### config.mk
export PLATFORM = sky130hd
export DESIGN_NAME = linear_array_deque
export DESIGN_NICKNAME = d
export VERILOG_FILES = /design/src/hw/rtl/ladq_pkg.sv /design/src/hw/rtl/ladq_ctrl.sv /design/src/hw/rtl/ladq_dp.sv /design/src/hw/rtl/linear_array_deque.sv
export SDC_FILE = /design/constraint.sdc
export NUM_CORES = 1
export LEC_CHECK = 0
export BUFFER_PORTS_ARGS = -buffer_cell sky130_fd_sc_hd__clkbuf_2
export CORE_ASPECT_RATIO = 0.7
export CORE_UTILIZATION = 69
export CTS_BUF_LIST = sky130_fd_sc_hd__clkbuf_4 sky130_fd_sc_hd__clkbuf_8
export DETAILED_ROUTE_END_ITERATION = 16
export GPL_ROUTABILITY_DRIVEN = 1
export GPL_TIMING_DRIVEN = 0
export PLACE_DENSITY = 0.86
export SYNTH_ARGS = -nofsm -noshare
export SYNTH_HDL_FRONTEND = slang
export SYNTH_SLANG_ARGS = --single-unit
### constraint.sdc
create_clock -name clk -period 9.2 [get_ports clk]
set_input_delay 0.92 -clock clk [delete_from_list [all_inputs] [get_ports clk]]
set_output_delay 0.92 -clock clk [all_outputs]
set_load 0.01 [all_outputs]
### src/hw/rtl/ladq_pkg.sv
// ladq_pkg: shared types and constants of the linear array deque
// holds the depth, index width, command and status codes, and controller commands
// depends on nothing

package ladq_pkg;

  // storage geometry
  localparam int DEPTH = 16;
  localparam int IDX_W = $clog2(DEPTH);
  localparam logic [IDX_W-1:0] LAST_IDX = IDX_W'(DEPTH - 1);

  // payload widths
  localparam int CMD_W  = 2;
  localparam int STAT_W = 2;
  localparam int DATA_W = 32;

  // command codes
  typedef enum logic [CMD_W-1:0] {
    CMD_PUSH_FRONT = 2'd0,
    CMD_PUSH_BACK  = 2'd1,
    CMD_POP_FRONT  = 2'd2,
    CMD_POP_BACK   = 2'd3
  } cmd_t;

  // status codes
  typedef enum logic [STAT_W-1:0] {
    STAT_OK       = 2'd0,
    STAT_OVERFLOW = 2'd1,
    STAT_EMPTY    = 2'd2
  } stat_t;

  // commands from the controller to the datapath
  typedef struct packed {
    logic load;  // capture an incoming transaction
    logic exec;  // update indices and access the slot array
  } ctrl_cmd_t;

endpackage

### src/hw/rtl/ladq_ctrl.sv
// ladq_ctrl: controller state machine of the linear array deque
// sequences load, execute and result handoff for one transaction at a time
// depends on ladq_pkg

module ladq_ctrl (
  input  logic                 clk,
  input  logic                 rst_n,
  input  logic                 in_tvalid,
  output logic                 in_tready,
  output logic                 out_tvalid,
  input  logic                 out_tready,
  output ladq_pkg::ctrl_cmd_t  cmd
);

  typedef enum logic [2:0] {
    S_IDLE = 3'b001,
    S_EXEC = 3'b010,
    S_OUT  = 3'b100
  } state_t;

  state_t state_r, state_nxt;

  // next state
  always_comb begin
    state_nxt = state_r;
    unique case (state_r)
      S_IDLE: begin
        if (in_tvalid) state_nxt = S_EXEC;
      end
      S_EXEC: begin
        state_nxt = S_OUT;
      end
      S_OUT: begin
        if (out_tready) state_nxt = S_IDLE;
      end
      default: begin
        state_nxt = S_IDLE;
      end
    endcase
  end

  // state register
  always_ff @(posedge clk) begin
    if (!rst_n) begin
      state_r <= S_IDLE;
    end else begin
      state_r <= state_nxt;
    end
  end

  // handshake and datapath commands
  assign in_tready  = (state_r == S_IDLE);
  assign out_tvalid = (state_r == S_OUT);
  assign cmd.load   = in_tready && in_tvalid;
  assign cmd.exec   = (state_r == S_EXEC);

endmodule

### src/hw/rtl/ladq_dp.sv
// ladq_dp: datapath of the linear array deque
// holds the slot memory, front and rear indices, empty flag and result registers
// depends on ladq_pkg

module ladq_dp (
  input  logic                                  clk,
  input  logic                                  rst_n,
  input  ladq_pkg::ctrl_cmd_t                   cmd,
  input  logic [ladq_pkg::CMD_W-1:0]            in_command,
  input  logic signed [ladq_pkg::DATA_W-1:0]    in_value,
  output logic [ladq_pkg::STAT_W-1:0]           out_status,
  output logic signed [ladq_pkg::DATA_W-1:0]    out_element
);

  logic signed [ladq_pkg::DATA_W-1:0] mem [ladq_pkg::DEPTH];

  ladq_pkg::cmd_t                     cmd_r;
  logic signed [ladq_pkg::DATA_W-1:0] val_r;
  logic [ladq_pkg::IDX_W-1:0]         front_r, front_nxt;
  logic [ladq_pkg::IDX_W-1:0]         rear_r, rear_nxt;
  logic                               empty_r, empty_nxt;
  ladq_pkg::stat_t                    status_r, status_nxt;
  logic                               from_mem_r, from_mem_nxt;
  logic signed [ladq_pkg::DATA_W-1:0] rd_data_r;
  logic [ladq_pkg::IDX_W-1:0]         addr;
  logic                               wr_en;

  // capture the incoming transaction
  always_ff @(posedge clk) begin
    if (cmd.load) begin
      cmd_r <= ladq_pkg::cmd_t'(in_command);
      val_r <= in_value;
    end
  end

  // command decode against the current indices
  always_comb begin
    front_nxt    = front_r;
    rear_nxt     = rear_r;
    empty_nxt    = empty_r;
    status_nxt   = ladq_pkg::STAT_OK;
    from_mem_nxt = 1'b0;
    addr         = front_r;
    wr_en        = 1'b0;
    unique case (cmd_r)
      ladq_pkg::CMD_PUSH_FRONT, ladq_pkg::CMD_PUSH_BACK: begin
        if (empty_r) begin
          // empty deque always refills from slot zero
          empty_nxt = 1'b0;
          front_nxt = '0;
          rear_nxt  = '0;
          addr      = '0;
          wr_en     = 1'b1;
        end else if (cmd_r == ladq_pkg::CMD_PUSH_FRONT) begin
          if (front_r == '0) begin
            status_nxt = ladq_pkg::STAT_OVERFLOW;
          end else begin
            front_nxt = front_r - ladq_pkg::IDX_W'(1);
            addr      = front_r - ladq_pkg::IDX_W'(1);
            wr_en     = 1'b1;
          end
        end else begin
          if (rear_r == ladq_pkg::LAST_IDX) begin
            status_nxt = ladq_pkg::STAT_OVERFLOW;
          end else begin
            rear_nxt = rear_r + ladq_pkg::IDX_W'(1);
            addr     = rear_r + ladq_pkg::IDX_W'(1);
            wr_en    = 1'b1;
          end
        end
      end
      ladq_pkg::CMD_POP_FRONT, ladq_pkg::CMD_POP_BACK: begin
        if (empty_r) begin
          status_nxt = ladq_pkg::STAT_EMPTY;
        end else if (front_r == rear_r) begin
          // last element leaves, deque goes back to empty
          from_mem_nxt = 1'b1;
          addr         = front_r;
          empty_nxt    = 1'b1;
          front_nxt    = '0;
          rear_nxt     = '0;
        end else if (cmd_r == ladq_pkg::CMD_POP_FRONT) begin
          from_mem_nxt = 1'b1;
          addr         = front_r;
          front_nxt    = front_r + ladq_pkg::IDX_W'(1);
        end else begin
          from_mem_nxt = 1'b1;
          addr         = rear_r;
          rear_nxt     = rear_r - ladq_pkg::IDX_W'(1);
        end
      end
      default: begin
        status_nxt = ladq_pkg::STAT_OK;
      end
    endcase
  end

  // index and empty flag registers
  always_ff @(posedge clk) begin
    if (!rst_n) begin
      front_r <= '0;
      rear_r  <= '0;
      empty_r <= 1'b1;
    end else if (cmd.exec) begin
      front_r <= front_nxt;
      rear_r  <= rear_nxt;
      empty_r <= empty_nxt;
    end
  end

  // result registers
  always_ff @(posedge clk) begin
    if (cmd.exec) begin
      status_r   <= status_nxt;
      from_mem_r <= from_mem_nxt;
    end
  end

  // slot memory, at most one write and one registered read per command
  always_ff @(posedge clk) begin
    if (cmd.exec) begin
      if (wr_en) begin
        mem[addr] <= val_r;
      end
      rd_data_r <= mem[addr];
    end
  end

  // result select
  assign out_status  = status_r;
  assign out_element = (status_r != ladq_pkg::STAT_OK) ? '0 :
                       (from_mem_r ? rd_data_r : val_r);

endmodule

### src/hw/rtl/linear_array_deque.sv
// linear_array_deque: top level of the linear (non-wrapping) array deque
// joins the controller ladq_ctrl and the datapath ladq_dp
// depends on ladq_pkg, ladq_ctrl, ladq_dp
//
//  channel  | direction | tuser               | tdata
//  ---------+-----------+---------------------+----------------------------
//  in_      | slave     | [1:0] command       | [31:0] value (signed)
//  out_     | master    | [1:0] status        | [31:0] element (signed)
//
// one command is handled at a time: accept, an execute state for the index
// update and the single slot memory access, then the result is offered
// the result is held in registers, as the read port of the slot memory is
// registered; a low out_tready stretches the result cycle
// rst_n (synchronous) empties the deque; slot contents are not cleared
// in_tready is low from acceptance until the result transaction completes

module linear_array_deque (
  input  logic        clk,
  input  logic        rst_n,
  input  logic        in_tvalid,
  output logic        in_tready,
  input  logic [31:0] in_tdata,   // [31:0] value
  input  logic [1:0]  in_tuser,   // [1:0] command
  output logic        out_tvalid,
  input  logic        out_tready,
  output logic [31:0] out_tdata,  // [31:0] element
  output logic [1:0]  out_tuser   // [1:0] status
);

  ladq_pkg::ctrl_cmd_t                  cmd;
  logic signed [ladq_pkg::DATA_W-1:0]   element;

  // controller
  ladq_ctrl u_ctrl (
    .clk        (clk),
    .rst_n      (rst_n),
    .in_tvalid  (in_tvalid),
    .in_tready  (in_tready),
    .out_tvalid (out_tvalid),
    .out_tready (out_tready),
    .cmd        (cmd)
  );

  // datapath
  ladq_dp u_dp (
    .clk         (clk),
    .rst_n       (rst_n),
    .cmd         (cmd),
    .in_command  (in_tuser),
    .in_value    (in_tdata),
    .out_status  (out_tuser),
    .out_element (element)
  );

  assign out_tdata = element;

endmodule

==> Word level (Yosys, flattened, before mapping) <==
Memory sizes are Yosys's and may differ from the RTL's. A register that Yosys moved wholly into a read port is not among the register bits.
Cells that the tools add are included.
{ "totals": {"ff_bits": 49, "latch_bits": 0, "mem_bits_rw": 512, "rom_bits": 0, "inputBits": 38, "output_inout_bits": 36, "wordCells": 82, "memories": 1} }
{ "mem_list": {"columns": ["memory", "words", "width", "read_ports", "rd_clocked_by_memory_dff", "wr", "line_no", "text"], "rows": [
  ["u_dp.mem", 16, 32, 1, 1, 1, "ladq_dp.sv:15", "logic signed [ladq_pkg::DATA_W-1:0] mem [ladq_pkg::DEPTH];"]
]} }
{ "classes": {"add_sub_neg": 4, "multipliers": 0, "n_div": 0, "order_cmp": 0, "n_eq_ne": 16, "shift": 0, "mux": 44, "bitwise": 0, "reduce_logical": 9} }
{ "ops": {"columns": ["op", "n"], "rows": [
  ["two-way mux 4 bit", 18],
  ["two-way mux 32 bit", 2],
  ["one-hot mux 4 bit (2 select lines)", 3],
  ["two-way mux 1 bit", 13],
  ["!= test 3 x 2 -> 1 bit, second input constant", 3],
  ["one-hot mux 3 bit (3 select lines)", 1],
  ["adder 4 x 1 -> 4 bit, second input constant", 2],
  ["subtractor 4 x 1 -> 4 bit, second input constant", 2],
  ["two-way mux 2 bit", 3],
  ["two-way mux 3 bit", 2],
  ["!= test 3 x 1 -> 1 bit, second input constant", 2],
  ["AND reduction 5 bit", 1],
  ["equality test 2 bit, second input constant", 2],
  ["equality test 4 bit", 1],
  ["equality test 4 bit, second input constant", 1],
  ["logical NOT 4 bit", 1],
  ["!= test 2 bit, second input constant", 2],
  ["one-hot mux 2 bit (2 select lines)", 1],
  ["AND reduction 4 bit", 1],
  ["OR reduction 2 bit", 2],
  ["equality test 3 x 1 -> 1 bit, second input constant", 1],
  ["equality test 3 x 2 -> 1 bit, second input constant", 1],
  ["equality test 3 bit, second input constant", 1],
  ["equality test 2 x 1 -> 1 bit, second input constant", 1],
  ["other kinds (6)", 6]
]} }

==> Longest topological paths before layout <==
{ "logic_depth": {"ltp_word": 8, "mapped_depth": 16} }

==> Hierarchy <==
A second synthesis with hierarchy kept.
{ "unflattened": {"hier_cells": 1744, "hier_area_um2": 24235.7} }
{ "modules_own_cells": {"columns": ["mod", "instances", "cells_per_inst", "area_each_um2"], "rows": [
  ["ladq_dp", 1, 1729, 24081.8],
  ["ladq_ctrl", 1, 15, 153.9]
]} }

==> Worst setup path after synthesis <==
OpenSTA, ideal clock, no wires.
{ "synth_timing": {"kind": "register -> register", "from": "register u_dp.front_r[1] (netlist name)", "to": "memory u_dp.mem[0][0] (netlist name) (enable)", "setup_ns": 0.421, "arrival_time_ns": 4.004, "slack_ns": 4.775, "stages_incl_launch_ff": 16, "n_path_buf": 6, "period_less_slack_ns": 4.425, "path_cell_list": "dfxtp_1 > clkbuf_1 > inv_1 > ha_1 > or3b_1 > buf_6 > nor2_1 > a2111oi_0 > or3_1 > buf_2 > buf_2 > buf_2 > buf_2 > nor2_1 > nand2_1 > nor2_1"} }
{ "synth_via": {"elab_chain_cells": 8, "elab_cells_between_ends": 18, "classes_between": "1 x add/sub; 1 x eq/ne; 15 x mux; 1 x reduce/logical"} }
{ "synth_rtl": {"columns": ["item", "line_no", "text"], "rows": [
  ["start: declaration", "ladq_dp.sv:19", "logic [ladq_pkg::IDX_W-1:0] front_r, front_nxt;"],
  ["start signal: assignment", "ladq_dp.sv:105", "front_r <= front_nxt;"],
  ["parallel branches: the longest is 8 deep, another holds subtractor 4 x 1 -> 4 bit", null, null],
  ["end: declaration", "ladq_dp.sv:15", null]
]} }
Several ways; the timed one is not identified.

==> Worst setup path in the final report <==
{ "layout_timing": {"from": "register u_dp.front_r[1] (netlist name)", "to": "memory u_dp.mem[8][11] (netlist name) (enable)"} }
The elaborated chain is that of the path after synthesis.

==> results.toml <==
[clocking]
cts_setup_buffers = 0
clock_path_buffers = 3
htree_levels = 3
root_buffer = "clkbuf_8"
cts_resized = 0
ctsHoldBuffers = 0
cts_buffers = 83
path_clk_slew_ns = 0.07
cts.sinks = 593
clock_latency_ns = 0.66
cts_tree = "yes"

[critical_path]
r2r-start = "u_dp.front_r[1]"
rrSetupSlack_ns = 4.14
crit_path_start_kind = "flop"
crit_chain = "clkbuf_1 -> inv_1 -> ha_1 -> nor3b_1 -> or4_1 -> a31o_1 -> and2_4 -> buf_6 -> buf_12 -> buf_8 -> buf_2 -> buf_1 -> nand2_1 -> nor2_4 -> buf_16"
path_max_fanout = 18
critPathSlowestCell = "nor2_4"
worst-setup-path-type = "reg -> reg"
rr_worst_depth = 15
end_kind = "flop"
cp.arrival_ns = 5.41
required_ns = 9.54
r2r_end = "u_dp.mem[8][11]"
cp_slowest_stage_delay_ns = 0.75

[synth]
yosysMostFrequentCell = "edfxtp_1"
netlist.area_leader.share_pct = 73.84
synth_edf_count = 581
synthesis.nets = 1412
synth_warnings = 0
ys_seq_elements = 593
syn_inst = 1370
ys_top_cells_by_area = "edfxtp_1 74%, mux4_2 6.1%, a311oi_1 2.4%"
synth_cell_types = 56
syn_area_um2 = 23630
synth_flop_cell = "edfxtp_1"
synth_top_cells_by_count = "581 x edfxtp_1, 140 x nand2_1, 68 x a211oi_1, 66 x and3_1, 66 x nor2_1"
avgSynthCellArea_um2 = 17.25
yosys.area.top_type = "edfxtp_1"
seq_area_frac_synth_pct = 74.86
async_reset_ff_share_pct = 0

[pwr]
power_w = 0.005056
p_leak_nw = 9.137
power.density_nw_per_um2 = 189.6
ir_drop_mv = 0.2016

[global_route]
grt_max_degree = 27
grt_pass1_vias = 14120
grt.total_usage_pct = 34.20
grt_antenna_before_repair = 0
grt_pass1_wl_mm = 85.86
overflow = 0

[die]
die_area_um2 = 35000
placementRows = 56
die_y_um = 156.8
core_um2 = 33560
initial_core_util_pct = 70.40
dieWidth_um = 223.2
ioPinCount = 74

[place]
port_buffers = 73
hpwl_mm = 35.98
place_congestion = 0.8864

[sta]
rsz0062_at_grt = "false"
period_needed_ns = 5.063
slew_headroom_pct = 16.30
fmax_ghz = 0.1975
worst_pin_slew_ns = 1.250
clock_skew_ns = 0.03743
fin_setup_tns_ns = 0
slew_violations = 0
hold_viol_final = 0
period_share_pct = 55.03
setup_violations = 0

[hold_path]
hp-start = "in_tdata[30]"
hold_path_depth = 1
hold_end = "u_dp.val_r[30]"
min_path_type = "in -> reg"

[layout]
fillCellCount = 1598
num_antenna_cells = 0
layout.nets = 1588
area_delta_synth_final_pct = 12.85
multi_input_area_um2 = 5520
drive_above_1_share_pct = 23.57
ff_latch_area_um2 = 17690

[routing]
first_pass_iters = 7
drc_errors = 0
drtIter0Drc = 2237
wl_per_cell_um = 28.37
vias = 14210
wl_mm = 57.84
ant_nets = 0
vias_per_cell = 6.967

[job]
cap_violations = 0

[outcome]
status = "finished clean"
[layout by cell type (no fill, tap or decap), types with 16 or more instances in the layout]
| master | n |
|---|---|
| clkbuf_1 | 64 |
| mux2_2 | 33 |
| buf_2 | 21 |
| a211o_1 | 33 |
| clkbuf_8 | 86 |
| clkbuf_2 | 73 |
| nor2_1 | 50 |
| a311oi_1 | 64 |
| nor2_4 | 16 |
| a211oi_1 | 68 |
| nand2_1 | 140 |
| clkbuf_4 | 35 |
| edfxtp_1 | 581 |
| mux4_2 | 64 |
| and3_1 | 66 |
| mux2i_1 | 37 |
[cells by family after synthesis]
family	Yosys count	share of synthesized area (%)
flip-flops	593	74.86
AND/OR/NAND/NOR	315	6.191
AO/OA/AOI/OAI	211	7.059
multiplexers	134	9.241
buffers and inverters	109	2.288
XOR/XNOR	4	0.1483
adder cells (fa/ha/maj)	4	0.2118
[how the worst max path moves through the flow]
| stage | start | end | depth (start not counted) |
|---|---|---|---|
| floorplan | u_dp.front_r[1] | u_dp.mem[0][0] | 15 |
| global placement | u_dp.front_r[1] | u_dp.mem[2][17] | 15 |
| detailed placement | u_dp.front_r[1] | u_dp.mem[8][13] | 16 |
| CTS | u_dp.front_r[1] | u_dp.mem[8][31] | 15 |
| global route | u_dp.front_r[1] | u_dp.mem[8][12] | 15 |
| finish | u_dp.front_r[1] | u_dp.mem[8][11] | 15 |
[final cells by class]
| cell class | instances | area share (%) |
|---|---|---|
| sequential | 593 | 66.34 |
| multi-input combinational | 668 | 20.70 |
| clock buffer | 121 | 5.425 |
| timing repair buffer | 91 | 3.088 |
| tap | 435 | 2.041 |
| buffer | 102 | 1.929 |
| clock inverter | 22 | 0.3754 |
| inverter | 7 | 0.09855 |
[worst max-delay path, delay by kind of cell (launching register included)]
family	cells	cell delay, ns
and+or+nand+nor	5	1.95
buffers and inverters	8	1.91
DFF	1	0.33
adders and majority gates	1	0.32
AOI/OAI and AO/OA	1	0.21
[sequential cells by signal, indices dropped and copies added (netlist names)]
name             flops
u_dp.mem           512
u_dp.rd_data_r      32
u_dp.val_r          32
u_dp.front_r         4
u_dp.rear_r          4
u_ctrl.state_r       3
u_dp.cmd_r           2
u_dp.out_status      2
u_dp.empty_r         1
u_dp.from_mem_r      1
[layer usage]
metal | wire, µm | part of all wire, % | up-vias | GRT usage, %
met3 | 7429 | 13 | 162 | 8.937
li1 | - | - | 5850 | -
met4 | 1990 | 3.4 | 0 | 13.73
met2 | 26660 | 46 | 1145 | 52.38
met5 | 0 | 0 | - | 0
met1 | 21760 | 38 | 7049 | 47.83
[per-stage QoR]
| step | utilization, % | instance area (µm²) | cells | hold slack (ns) | setup WS, ns |
|---|---|---|---|---|---|
| 6_report | 79.44 | 26660 | 2039 | 0.4361 | 4.137 |
| 5_1_grt | 79.44 | 26660 | 2039 | 0.4175 | 4.005 |
| 4_1_cts | 79.44 | 26660 | 2039 | 0.4178 | 4.220 |
| 3_5_place_dp | 74.83 | 25120 | 1896 | 0.5179 | 4.299 |
| 3_3_place_gp | 73.11 | 24540 | 1878 | 0.4729 | 2.725 |
| 2_1_floorplan | - | 23630 | 1370 | 0.4506 | 4.775 |
[power breakdown]
part | leakage (nW) | switching, W | internal (W)
Clock | 0.830 | 0.000952 | 0.00100
Combinational | 2.97 | 0.0000364 | 0.0000246
Sequential | 5.33 | 0.0000475 | 0.00299
Total | 9.14 | 0.00104 | 0.00402
Power figures use the tool's default switching activity.
